==> config.mk <==
export PLATFORM = sky130hd
export DESIGN_NAME = modular_arithmetic_unit
export DESIGN_NICKNAME = d
export VERILOG_FILES = /design/src/design/mau_pkg.sv /design/src/design/mau_reduce.sv /design/src/design/mau_modmul.sv /design/src/design/mau_modinv.sv /design/src/design/modular_arithmetic_unit.sv
export SDC_FILE = /design/constraint.sdc
export NUM_CORES = 2
export LEC_CHECK = 0
export ABC_AREA = 1
export BUFFER_PORTS_ARGS = -buffer_cell sky130_fd_sc_hd__buf_4
export CORE_UTILIZATION = 35
export CTS_CLUSTER_DIAMETER = 60
export DETAILED_ROUTE_END_ITERATION = 16
export MAX_ROUTING_LAYER = met4
export PLACE_DENSITY = 0.52
export REMOVE_ABC_BUFFERS = 1
export SYNTH_ARGS = -nofsm -noshare
export SYNTH_HDL_FRONTEND = slang
export SYNTH_HIERARCHICAL = 1
export SYNTH_SLANG_ARGS = --single-unit
==> constraint.sdc <==
create_clock -name clk -period 7.7 [get_ports clk]
set_input_delay 0.77 -clock clk [delete_from_list [all_inputs] [get_ports clk]]
set_output_delay 0.77 -clock clk [all_outputs]
set_load 0.02 [all_outputs]
==> src/design/mau_pkg.sv <==
`timescale 1ns / 1ps
// ----------------------------------------------------------------------------
// mau_pkg
// Shared types and constants for the modular arithmetic unit.
// ----------------------------------------------------------------------------
package mau_pkg;

  localparam int RW = 30;   // residue / modulus width
  localparam int EW = 63;   // exponent width
  localparam int SW = 64;   // signed value width
  localparam int CW = 34;   // Bezout coefficient width, signed

  localparam logic [RW-1:0] MOD_RESET = 30'd1000000007;

  typedef logic [RW-1:0] res_t;
  typedef logic signed [CW-1:0] coef_t;

  typedef enum logic [2:0] {
    OP_ADD = 3'd0,
    OP_SUB = 3'd1,
    OP_MUL = 3'd2,
    OP_DIV = 3'd3,
    OP_NEG = 3'd4,
    OP_INV = 3'd5,
    OP_POW = 3'd6,
    OP_RED = 3'd7
  } op_t;

endpackage

==> src/design/mau_reduce.sv <==
`timescale 1ns / 1ps
// ----------------------------------------------------------------------------
// mau_reduce
// Bit-serial reduction of a 64-bit unsigned value modulo m, one bit a cycle.
// ----------------------------------------------------------------------------
module mau_reduce (
  input  logic                     clk,
  input  logic                     rst,
  input  logic                     go,
  input  mau_pkg::res_t            m,
  input  logic [mau_pkg::SW-1:0]   value,
  output logic                     done,
  output mau_pkg::res_t            r
);
  import mau_pkg::*;

  logic [SW-1:0] sh;
  logic [5:0]    cnt;
  logic          active;
  logic [RW:0]   t;
  logic [RW:0]   t_sub;
  res_t          r_next;

  always_comb begin
    t      = {r, sh[SW-1]};
    t_sub  = t - {1'b0, m};
    r_next = (t >= {1'b0, m}) ? t_sub[RW-1:0] : t[RW-1:0];
  end

  always_ff @(posedge clk) begin
    if (rst) begin
      active <= 1'b0;
      done   <= 1'b0;
      cnt    <= '0;
    end else begin
      done <= 1'b0;
      if (go) begin
        active <= 1'b1;
        cnt    <= '0;
        sh     <= value;
        r      <= '0;
      end else if (active) begin
        r   <= r_next;
        sh  <= {sh[SW-2:0], 1'b0};
        cnt <= cnt + 6'd1;
        if (cnt == 6'd63) begin
          active <= 1'b0;
          done   <= 1'b1;
        end
      end
    end
  end

endmodule

==> src/design/mau_modmul.sv <==
`timescale 1ns / 1ps
// ----------------------------------------------------------------------------
// mau_modmul
// Interleaved bit-serial modular multiply, multiplier bits MSB first.
// ----------------------------------------------------------------------------
module mau_modmul (
  input  logic          clk,
  input  logic          rst,
  input  logic          go,
  input  mau_pkg::res_t m,
  input  mau_pkg::res_t x,
  input  mau_pkg::res_t y,
  output logic          done,
  output mau_pkg::res_t r
);
  import mau_pkg::*;

  res_t        ysh;
  res_t        xr;
  logic [4:0]  cnt;
  logic        active;
  logic [RW:0] t;
  logic [RW:0] t_sub;
  res_t        t1;
  logic [RW:0] s;
  logic [RW:0] s_sub;
  res_t        r_next;

  always_comb begin
    t      = {r, 1'b0};
    t_sub  = t - {1'b0, m};
    t1     = (t >= {1'b0, m}) ? t_sub[RW-1:0] : t[RW-1:0];
    s      = {1'b0, t1} + (ysh[RW-1] ? {1'b0, xr} : '0);
    s_sub  = s - {1'b0, m};
    r_next = (s >= {1'b0, m}) ? s_sub[RW-1:0] : s[RW-1:0];
  end

  always_ff @(posedge clk) begin
    if (rst) begin
      active <= 1'b0;
      done   <= 1'b0;
      cnt    <= '0;
    end else begin
      done <= 1'b0;
      if (go) begin
        active <= 1'b1;
        cnt    <= '0;
        xr     <= x;
        ysh    <= y;
        r      <= '0;
      end else if (active) begin
        r   <= r_next;
        ysh <= {ysh[RW-2:0], 1'b0};
        cnt <= cnt + 5'd1;
        if (cnt == 5'(RW - 1)) begin
          active <= 1'b0;
          done   <= 1'b1;
        end
      end
    end
  end

endmodule

==> src/design/mau_modinv.sv <==
`timescale 1ns / 1ps
// ----------------------------------------------------------------------------
// mau_modinv
// Extended Euclid; each quotient step is a bit-serial restoring division
// that builds q*v alongside the remainder.
// ----------------------------------------------------------------------------
module mau_modinv (
  input  logic          clk,
  input  logic          rst,
  input  logic          go,
  input  mau_pkg::res_t m,
  input  mau_pkg::res_t x,
  output logic          done,
  output mau_pkg::res_t r
);
  import mau_pkg::*;

  typedef enum logic [3:0] {
    I_IDLE = 4'b0001,
    I_DIV  = 4'b0010,
    I_UPD  = 4'b0100,
    I_FIN  = 4'b1000
  } inv_state_t;

  inv_state_t  state;
  res_t        b;
  res_t        sh;
  res_t        rem;
  coef_t       u;
  coef_t       v;
  coef_t       p;
  logic [4:0]  cnt;
  logic [RW:0] t;
  logic [RW:0] t_sub;
  logic        qb;
  coef_t       p_next;
  coef_t       mag;
  coef_t       mag_red;
  coef_t       u_red;
  coef_t       m_ext;
  coef_t       fin_val;

  always_comb begin
    m_ext   = coef_t'({1'b0, m});
    t       = {rem, sh[RW-1]};
    t_sub   = t - {1'b0, b};
    qb      = (t >= {1'b0, b});
    p_next  = (p <<< 1) + (qb ? v : coef_t'(0));
    u_red   = (u >= m_ext) ? u - m_ext : u;
    mag     = -u;
    mag_red = (mag >= m_ext) ? mag - m_ext : mag;
    if (!u[CW-1]) begin
      fin_val = u_red;
    end else if (mag_red == coef_t'(0)) begin
      fin_val = '0;
    end else begin
      fin_val = m_ext - mag_red;
    end
  end

  always_ff @(posedge clk) begin
    if (rst) begin
      state <= I_IDLE;
      done  <= 1'b0;
    end else begin
      done <= 1'b0;
      unique case (state)
        I_IDLE: begin
          if (go) begin
            b     <= m;
            u     <= coef_t'(1);
            v     <= '0;
            sh    <= x;
            rem   <= '0;
            p     <= '0;
            cnt   <= '0;
            state <= I_DIV;
          end
        end
        I_DIV: begin
          rem <= qb ? t_sub[RW-1:0] : t[RW-1:0];
          sh  <= {sh[RW-2:0], 1'b0};
          p   <= p_next;
          cnt <= cnt + 5'd1;
          if (cnt == 5'(RW - 1)) begin
            state <= I_UPD;
          end
        end
        I_UPD: begin
          // shift the pair: (a, b) <- (b, a mod b), (u, v) <- (v, u - q*v)
          b   <= rem;
          u   <= v;
          v   <= u - p;
          sh  <= b;
          rem <= '0;
          p   <= '0;
          cnt <= '0;
          state <= (rem == '0) ? I_FIN : I_DIV;
        end
        I_FIN: begin
          r     <= fin_val[RW-1:0];
          done  <= 1'b1;
          state <= I_IDLE;
        end
        default: state <= I_IDLE;
      endcase
    end
  end

endmodule

==> src/design/modular_arithmetic_unit.sv <==
`timescale 1ns / 1ps
// ----------------------------------------------------------------------------
// modular_arithmetic_unit
// Modular add/sub/mul/div/neg/inverse/pow/reduce over a configurable modulus.
//
//   channel   signals                                          dir
//   request   start, busy(out), req_type, operand_a, operand_b, in
//             exponent, signed_value
//   result    done, residue                                     out
//   config    cfg_we, cfg_wdata (modulus)                       in
//
// A request is taken when start is high and busy low; done marks the residue
// for one cycle. Operands are first reduced through a bit-serial reducer;
// mul is bit-serial, inverse is extended Euclid, div is inverse of operand_b
// then a multiply, and pow scans the exponent LSB first, multiplying on each
// set bit and squaring on every bit. Synchronous reset sets the modulus to
// 1000000007. The result cannot be stalled.
// ----------------------------------------------------------------------------
module modular_arithmetic_unit (
  input  logic                         clk,
  input  logic                         rst,
  input  logic                         start,
  output logic                         busy,
  input  logic [2:0]                   req_type,
  input  logic [mau_pkg::RW-1:0]       operand_a,
  input  logic [mau_pkg::RW-1:0]       operand_b,
  input  logic [mau_pkg::EW-1:0]       exponent,
  input  logic signed [mau_pkg::SW-1:0] signed_value,
  input  logic                         cfg_we,
  input  logic [mau_pkg::RW-1:0]       cfg_wdata,
  output logic                         done,
  output logic [mau_pkg::RW-1:0]       residue
);
  import mau_pkg::*;

  typedef enum logic [10:0] {
    S_IDLE  = 11'b00000000001,
    S_RED_A = 11'b00000000010,
    S_RED_B = 11'b00000000100,
    S_RED_S = 11'b00000001000,
    S_EXEC  = 11'b00000010000,
    S_INV   = 11'b00000100000,
    S_MUL   = 11'b00001000000,
    S_POW   = 11'b00010000000,
    S_PMUL  = 11'b00100000000,
    S_PSQR  = 11'b01000000000,
    S_OUT   = 11'b10000000000
  } state_t;

  state_t        state;
  res_t          modulus;
  op_t           op;
  logic [EW-1:0] e;
  logic          neg;
  res_t          ob;
  res_t          ra;
  res_t          rb;
  res_t          acc;
  res_t          sq;
  res_t          res;

  logic          red_go, red_done;
  logic [SW-1:0] red_val;
  res_t          red_r;
  logic          mul_go, mul_done;
  res_t          mul_x, mul_y, mul_r;
  logic          inv_go, inv_done;
  res_t          inv_x, inv_r;

  logic [RW:0]   add_s;
  logic [RW:0]   add_sub;
  logic [RW:0]   sub_w;
  res_t          sv_res;
  logic [SW-1:0] sv_mag;

  assign busy    = (state != S_IDLE);
  assign done    = (state == S_OUT);
  assign residue = res;

  always_comb begin
    add_s   = {1'b0, ra} + {1'b0, rb};
    add_sub = add_s - {1'b0, modulus};
    sub_w   = {1'b0, ra} + {1'b0, modulus} - {1'b0, rb};
    sv_res  = (red_r == '0) ? '0 : modulus - red_r;
    sv_mag  = signed_value[SW-1] ? (~signed_value + 64'd1) : signed_value;
  end

  mau_reduce u_reduce (
    .clk   (clk),
    .rst   (rst),
    .go    (red_go),
    .m     (modulus),
    .value (red_val),
    .done  (red_done),
    .r     (red_r)
  );

  mau_modmul u_modmul (
    .clk  (clk),
    .rst  (rst),
    .go   (mul_go),
    .m    (modulus),
    .x    (mul_x),
    .y    (mul_y),
    .done (mul_done),
    .r    (mul_r)
  );

  mau_modinv u_modinv (
    .clk  (clk),
    .rst  (rst),
    .go   (inv_go),
    .m    (modulus),
    .x    (inv_x),
    .done (inv_done),
    .r    (inv_r)
  );

  always_ff @(posedge clk) begin
    if (rst) begin
      modulus <= MOD_RESET;
    end else if (cfg_we) begin
      modulus <= cfg_wdata;
    end
  end

  always_ff @(posedge clk) begin
    if (rst) begin
      state  <= S_IDLE;
      red_go <= 1'b0;
      mul_go <= 1'b0;
      inv_go <= 1'b0;
    end else begin
      red_go <= 1'b0;
      mul_go <= 1'b0;
      inv_go <= 1'b0;
      unique case (state)
        S_IDLE: begin
          if (start) begin
            op  <= op_t'(req_type);
            e   <= exponent;
            neg <= signed_value[SW-1];
            ob  <= operand_b;
            if (modulus < 30'd2) begin
              res   <= '0;
              state <= S_OUT;
            end else if (op_t'(req_type) == OP_RED) begin
              red_val <= sv_mag;
              red_go  <= 1'b1;
              state   <= S_RED_S;
            end else begin
              red_val <= {{(SW-RW){1'b0}}, operand_a};
              red_go  <= 1'b1;
              state   <= S_RED_A;
            end
          end
        end
        S_RED_A: begin
          if (red_done) begin
            ra      <= red_r;
            red_val <= {{(SW-RW){1'b0}}, ob};
            red_go  <= 1'b1;
            state   <= S_RED_B;
          end
        end
        S_RED_B: begin
          if (red_done) begin
            rb    <= red_r;
            state <= S_EXEC;
          end
        end
        S_RED_S: begin
          if (red_done) begin
            res   <= neg ? sv_res : red_r;
            state <= S_OUT;
          end
        end
        S_EXEC: begin
          unique case (op)
            OP_ADD: begin
              res   <= (add_s >= {1'b0, modulus}) ? add_sub[RW-1:0] : add_s[RW-1:0];
              state <= S_OUT;
            end
            OP_SUB: begin
              res   <= (ra >= rb) ? ra - rb : sub_w[RW-1:0];
              state <= S_OUT;
            end
            OP_NEG: begin
              res   <= (ra == '0) ? '0 : modulus - ra;
              state <= S_OUT;
            end
            OP_MUL: begin
              mul_x  <= ra;
              mul_y  <= rb;
              mul_go <= 1'b1;
              state  <= S_MUL;
            end
            OP_DIV: begin
              inv_x  <= rb;
              inv_go <= 1'b1;
              state  <= S_INV;
            end
            OP_INV: begin
              inv_x  <= ra;
              inv_go <= 1'b1;
              state  <= S_INV;
            end
            OP_POW: begin
              acc   <= res_t'(1);
              sq    <= ra;
              state <= S_POW;
            end
            OP_RED: begin
              res   <= '0;
              state <= S_OUT;
            end
            default: state <= S_OUT;
          endcase
        end
        S_INV: begin
          if (inv_done) begin
            if (op == OP_DIV) begin
              mul_x  <= ra;
              mul_y  <= inv_r;
              mul_go <= 1'b1;
              state  <= S_MUL;
            end else begin
              res   <= inv_r;
              state <= S_OUT;
            end
          end
        end
        S_MUL: begin
          if (mul_done) begin
            res   <= mul_r;
            state <= S_OUT;
          end
        end
        S_POW: begin
          // consume exponent bits LSB first
          if (e == '0) begin
            res   <= acc;
            state <= S_OUT;
          end else if (e[0]) begin
            mul_x  <= acc;
            mul_y  <= sq;
            mul_go <= 1'b1;
            state  <= S_PMUL;
          end else begin
            mul_x  <= sq;
            mul_y  <= sq;
            mul_go <= 1'b1;
            state  <= S_PSQR;
          end
        end
        S_PMUL: begin
          if (mul_done) begin
            acc    <= mul_r;
            mul_x  <= sq;
            mul_y  <= sq;
            mul_go <= 1'b1;
            state  <= S_PSQR;
          end
        end
        S_PSQR: begin
          if (mul_done) begin
            sq    <= mul_r;
            e     <= {1'b0, e[EW-1:1]};
            state <= S_POW;
          end
        end
        S_OUT: begin
          state <= S_IDLE;
        end
        default: state <= S_IDLE;
      endcase
    end
  end

endmodule
* Word-level counts from Yosys, hierarchy flattened
Cells that the tools add are included.
** Word-level totals
- Flip-flop bits (word level) :: 876
** Cells by class
- Add/sub/neg operators :: 22
- Order comparisons :: 9
- Equal/unequal tests :: 46
- Muxes and demuxes :: 108
- Bitwise operators :: 5
- Reduce and logical (&&, ||, !) cells :: 42
** Operator list (count)
- two-way mux 30 bit :: 39
- two-way mux 64 bit :: 7
- case mux 30 bit (4 select lines) :: 3
- subtractor 30 bit :: 11
- case mux 30 bit (2 select lines) :: 4
- case mux 30 bit (3 select lines) :: 2
- case mux 30 bit (6 select lines) :: 1
- >= comparator 31 x 30 -> 1 bit :: 5
- two-way mux 34 bit :: 4
- case mux 34 bit (2 select lines) :: 2
- case mux 64 bit (2 select lines) :: 1
- two-way mux 63 bit :: 2
- case mux 63 bit (2 select lines) :: 1
- two-way mux 11 bit :: 11
- case mux 11 bit (10 select lines) :: 1
- case mux 34 bit (3 select lines) :: 1
- logical NOT 30 bit :: 3
- >= comparator 34 x 31 -> 1 bit :: 2
- adder 64 x 1 -> 64 bit (second input constant) :: 1
- inverter 64 bit :: 1
- logical NOT 63 bit :: 1
- adder 30 x 30 -> 31 bit :: 2
- case mux 11 bit (4 select lines) :: 1
- adder 34 bit :: 1
- other kinds (57) :: 125

* Depth between registers and ports, before layout
- Depth after elaboration :: 7
- Depth in mapped cells :: 41
- Mapped depth without buffers :: 40

* Cells and area by module
The synthesis kept the hierarchy.
** By module, submodules not included
- modular_arithmetic_unit :: times used 1, cells each 5069, area each 35561.6 um2, sequential area each 12922.4 um2
- mau_modinv :: times used 1, cells each 3003, area each 21341.7 um2, sequential area each 6916.6 um2
- mau_modmul :: times used 1, cells each 1706, area each 10872.9 um2, sequential area each 2842.7 um2
- mau_reduce :: times used 1, cells each 1012, area each 6996.7 um2, sequential area each 2982.9 um2

* Worst setup path before layout
OpenSTA, ideal clock, no wires.
- Path type :: register to register
- Start point :: register modulus[1]
- End point :: register red_val[0], enable pin
- Library setup time :: 644 ps
- Data arrival time :: 7324 ps
- Required time :: 7056 ps
- Slack :: -268 ps
- Stages on the path, launching flop included :: 7
- Buffers on the path :: 0
- Clock period less this slack :: 7968 ps
- Cell sequence :: dfxtp_1 > inv_1 > nand3_1 > nor4_1 > nand4_1 > nor2_1 > nor4_1
** Between the ends
- Cells in the longest elaborated chain, start to end :: 3
** RTL lines
- start: declaration :: RTL line modular_arithmetic_unit.sv:51 : res_t modulus;
- start signal: assignment :: RTL line modular_arithmetic_unit.sv:123 : modulus <= cfg_wdata;
- less-than comparator 30 x 2 -> 1 bit :: RTL line modular_arithmetic_unit.sv:144 : if (modulus < 30'd2) begin
- != test 2 bit (no line)
- AND reduction 5 bit (no line)
- end signal: assignment :: RTL line modular_arithmetic_unit.sv:148 : red_val <= sv_mag;
- end signal: assignment :: RTL line modular_arithmetic_unit.sv:152 : red_val <= {{(SW-RW){1'b0}}, operand_a};
- end signal: assignment :: RTL line modular_arithmetic_unit.sv:161 : red_val <= {{(SW-RW){1'b0}}, ob};
- end: declaration :: RTL line modular_arithmetic_unit.sv:63 : logic [SW-1:0] red_val;
No other way between the ends.
A chain may end at the register's enable or synchronous reset.

* Final worst setup path
- Start point :: register rb[1]
- End point :: register res[13] (netlist: residue[13]) (data pin)
** Between the ends
- Cells in the longest elaborated chain, start to end :: 5
** RTL lines
- start: declaration :: RTL line modular_arithmetic_unit.sv:57 : res_t rb;
- start signal: assignment :: RTL line modular_arithmetic_unit.sv:168 : rb <= red_r;
- adder 30 x 30 -> 31 bit :: RTL line modular_arithmetic_unit.sv:81 : add_s = {1'b0, ra} + {1'b0, rb};
- subtractor 30 bit or >= comparator 31 x 30 -> 1 bit (tied branches) :: RTL line modular_arithmetic_unit.sv:82, modular_arithmetic_unit.sv:181
- two-way mux 30 bit :: RTL line modular_arithmetic_unit.sv:181 : res <= (add_s >= {1'b0, modulus}) ? add_sub[RW-1:0] : add_s[RW-1:0];
- case mux 30 bit (4 select lines) (*) :: RTL line modular_arithmetic_unit.sv:179 : unique case (op)
- case mux 30 bit (6 select lines) (*) :: RTL line modular_arithmetic_unit.sv:137 : unique case (state)
- end signal: assignment :: RTL line modular_arithmetic_unit.sv:181
- end signal: assignment :: RTL line modular_arithmetic_unit.sv:185 : res <= (ra >= rb) ? ra - rb : sub_w[RW-1:0];
- end signal: assignment :: RTL line modular_arithmetic_unit.sv:189 : res <= (ra == '0) ? '0 : modulus - ra;
- end: declaration :: RTL line modular_arithmetic_unit.sv:60 : res_t res;
Mark *: on every way between the ends. The rest lies on a longest branch, timed or not.

==> summary.txt <==
PLACE
--------------------------------------------------------------------------------------------------
Last weighted congestion value of the routability-driven placer                               1.05
Post-place setup slack                                                                    0.629 ns
Post-detail-place hpwl                                                                      290 mm
Count of port buffers added during placement                                                   255

FLOORPLAN
--------------------------------------------------------------------------------------------------
Die footprint                                                                           215000 um2
Effective utilization at floorplan                                                           35.3%
Die Span X                                                                                  464 um
Top-level port count                                                                           256
Core footprint                                                                          212000 um2
Die Y-Extent                                                                                464 um
Site Rows                                                                                      169

SETUP PATH
--------------------------------------------------------------------------------------------------
Data arrival time of the critical path                                                     7.45 ns
Category of the most critical setup path                                              flop to flop
Critical path launch point                                                                   rb[1]
Required @ worst endpoint                                                                  8.03 ns
Most common cell type on the critical path                                                 nand2_1
Worst Setup End Kind                                                                          flop
Destination of the critical timing path                                                residue[13]
Worst flop-to-flop path startpoint                                                           rb[1]
Kind of cell adding the most delay to the critical path                               simple AND/OR/NAND/NOR gates
Flop2flop setup slack                                                                      0.58 ns
Depth of the worst register-to-register path                                                    25
Startpoint class of the critical path                                                         flop
CP bufs+invs                                                                                     2
R2r endpoint                                                                           residue[13]
Levels on crit path                                                                             25
CP peak stage delay                                                                        0.82 ns
Slowest cell on the critical path                                                         edfxtp_1
Max FO, Critical Path                                                                           35

STA
--------------------------------------------------------------------------------------------------
Max Clk Rate                                                                               141 MHz
Final clock skew                                                                         0.0615 ns
Final setup violation count                                                                      0
Final WS setup                                                                            0.584 ns
Actual slew at the worst max-slew pin                                                      1.39 ns
Final Max Slew Viols                                                                             0
Final critical delay including setup and external delays                                   7.12 ns
Relative max-transition margin                                                               6.38%
Final Hold Violating Endpoints                                                                   0
Ratio of final minimum period to clock period                                                92.4%
Setup repair after global routing missed its margin                                             no

SYNTHESIS
--------------------------------------------------------------------------------------------------
Top cells by area in the synthesized netlist                                          edfxtp_1 33%, nand2_1 17%, inv_1 8.3%
Number of flip-flops and latches in the synthesized netlist                                    876
Yosys top cell area share                                                                    32.6%
Top flip-flop cell by instance count after synthesis                                      edfxtp_1
Post-synthesis sequential area ratio                                                         34.3%
Yosys Warn Count                                                                                 6
Synth area leader                                                                         edfxtp_1
Gate count of the mapped netlist                                                             10800
Synthesized area divided by synthesized cell count                                        6.93 um2
Cell area after technology mapping                                                       74800 um2
Number of unique standard cell types used by synthesis                                          70
Share of async-settable or async-resettable flops after synthesis                               0%
Post-synth EDFFs                                                                               812

FINISH
--------------------------------------------------------------------------------------------------
Layout overhead on the synthesized area                                                      13.0%
Net count reported at finish                                                                 11800
Ratio of cells with drive above 1 in the final layout                                        7.30%
Top library cells by usage in the layout, fill and taps aside                         3413 x nand2_1, 1658 x inv_1, 1025 x nor2_1, 812 x edfxtp_1, 630 x a21oi_1
Final Core Density                                                                           39.8%
Most frequent standard cell in the layout excluding fill and tap cells                     nand2_1

CLOCK TREE
--------------------------------------------------------------------------------------------------
Buffer depth of the longest clock path                                                           3
Clock tree from TritonCTS                                                                      yes
CTS root buffer                                                                          clkbuf_16
Total CTS buffers                                                                              119
Number of gates given a new drive strength after cts                                             0
Number of buffers added to fix hold violations after cts                                         0
Count of H-tree levels built during CTS                                                          3
Clock transition time at the flip-flop clock pins of the worst setup and hold paths        0.07 ns
Number of buffers inserted to repair setup after CTS                                             0
Clock tree sinks                                                                               876
Clock latency at the later pin of the worst-skew pair                                      0.79 ns

POWER
--------------------------------------------------------------------------------------------------
Worst IR Drop VDD                                                                         0.224 mV
Power density cells                                                                     206 nW/um2
Leakage Power                                                                            0.0403 uW

GLOBAL ROUTE
--------------------------------------------------------------------------------------------------
Antenna violations before repair                                                                47
First-pass GRT wire length                                                                  497 mm
Maximum number of pins on one net before global-route repair                                    90
GRT Util Overall                                                                             32.8%
Remaining global-route overflow                                                                  0
Vias in the first global route                                                               70100

ROUTING
--------------------------------------------------------------------------------------------------
Number of optimization iterations in the first detailed-route pass                              12
Final routed wire length divided by cell count                                             25.3 um
Drt initial violations                                                                        9273
Antenna-violating nets left                                                                      0
Total number of vias                                                                         75300
Aggregate routed wire length                                                                354 mm
DRC violations left                                                                             16
Vias per cell                                                                                 5.37

FLOW RUN
--------------------------------------------------------------------------------------------------
Maximum Capacitance Violations                                                                   0

RUN STATUS
--------------------------------------------------------------------------------------------------
Violations in the final reports                                                       design-rule violations
Result of the run                                                                     finished with violations

HOLD PATH
--------------------------------------------------------------------------------------------------
Worst hold path type                                                                  input port to flop

==> cell type report <==
class	count	area (um2)
clock inverter	94	1170
multi-input combinational	7991	41800
antenna	37	92.6
tap	2821	3530
timing repair buffer	368	2760
fill	22700	128000
sequential	876	25700
inverter	1686	6330
clock buffer	131	3130
==> cells in the mapped netlist, types with 117 or more instances <==
library cell / count
ha_1: 467
nor2_1: 1035
edfxtp_1: 812
nand4_1: 142
xor2_1: 177
clkbuf_1: 144
nand3_1: 606
nor3_1: 117
inv_1: 1660
a21oi_1: 633
nand2_1: 3413
o21ai_0: 506
==> worst min path at each step <==
stage	from	end	cells after the start
2_1_floorplan	mul_x[0]	u_modmul/xr[0]	0
3_3_place_gp	mul_x[1]	u_modmul/xr[1]	0
3_5_place_dp	mul_x[20]	u_modmul/xr[20]	0
4_1_cts	operand_b[27]	ob[27]	1
5_1_grt	operand_b[5]	ob[5]	1
6_report	operand_b[27]	ob[27]	1
==> registers in the layout, indices dropped and copies added (netlist names), 34 cells and up <==
register	count
e	63
red_val	64
u_modinv/p	34
u_modinv/u	34
u_modinv/v	34
u_reduce/sh	64
==> cells by family after synthesis <==
group,synth area share (%)
simple gates,31.3
buf+inv,10.0
compound gates,12.2
flops,34.3
fa+ha+maj,8.99
xor+xnor,3.22
==> metrics by stage <==
step / hold slack [ns] / std cells / TNS, ns / power, uW / instance area [um2]
3_3_place_gp: 0.403 / 13700 / 0 / 11400 / 80100
4_1_cts: 0.0778 / 14000 / 0 / 17500 / 84400
5_1_grt: 0.0926 / 14000 / 0 / 18200 / 84400
2_1_floorplan: 0.400 / 10600 / -862.50 / 9500 / 73600
6_report: 0.149 / 14000 / 0 / 17400 / 84500
3_5_place_dp: 0.405 / 13700 / 0 / 11400 / 80100
==> per-layer routing <==
metal / GRT usage (%) / part of all wire, % / up-vias
met5: - / 0 / -
met4: 10.9 / 3.7 / 0
met3: 6.13 / 8.6 / 440
met2: 47.7 / 42 / 3191
met1: 45.5 / 45 / 35900
li1: - / - / 35700
==> report_power, final <==
group	total (uW)	leakage, uW	internal, uW	switching (uW)
sequential	6250	0.00804	5910	346
combinational	5180	0.0302	1530	3650
clock	5970	0.00206	3510	2460
No activity file was read; power rests on OpenSTA's default activity.
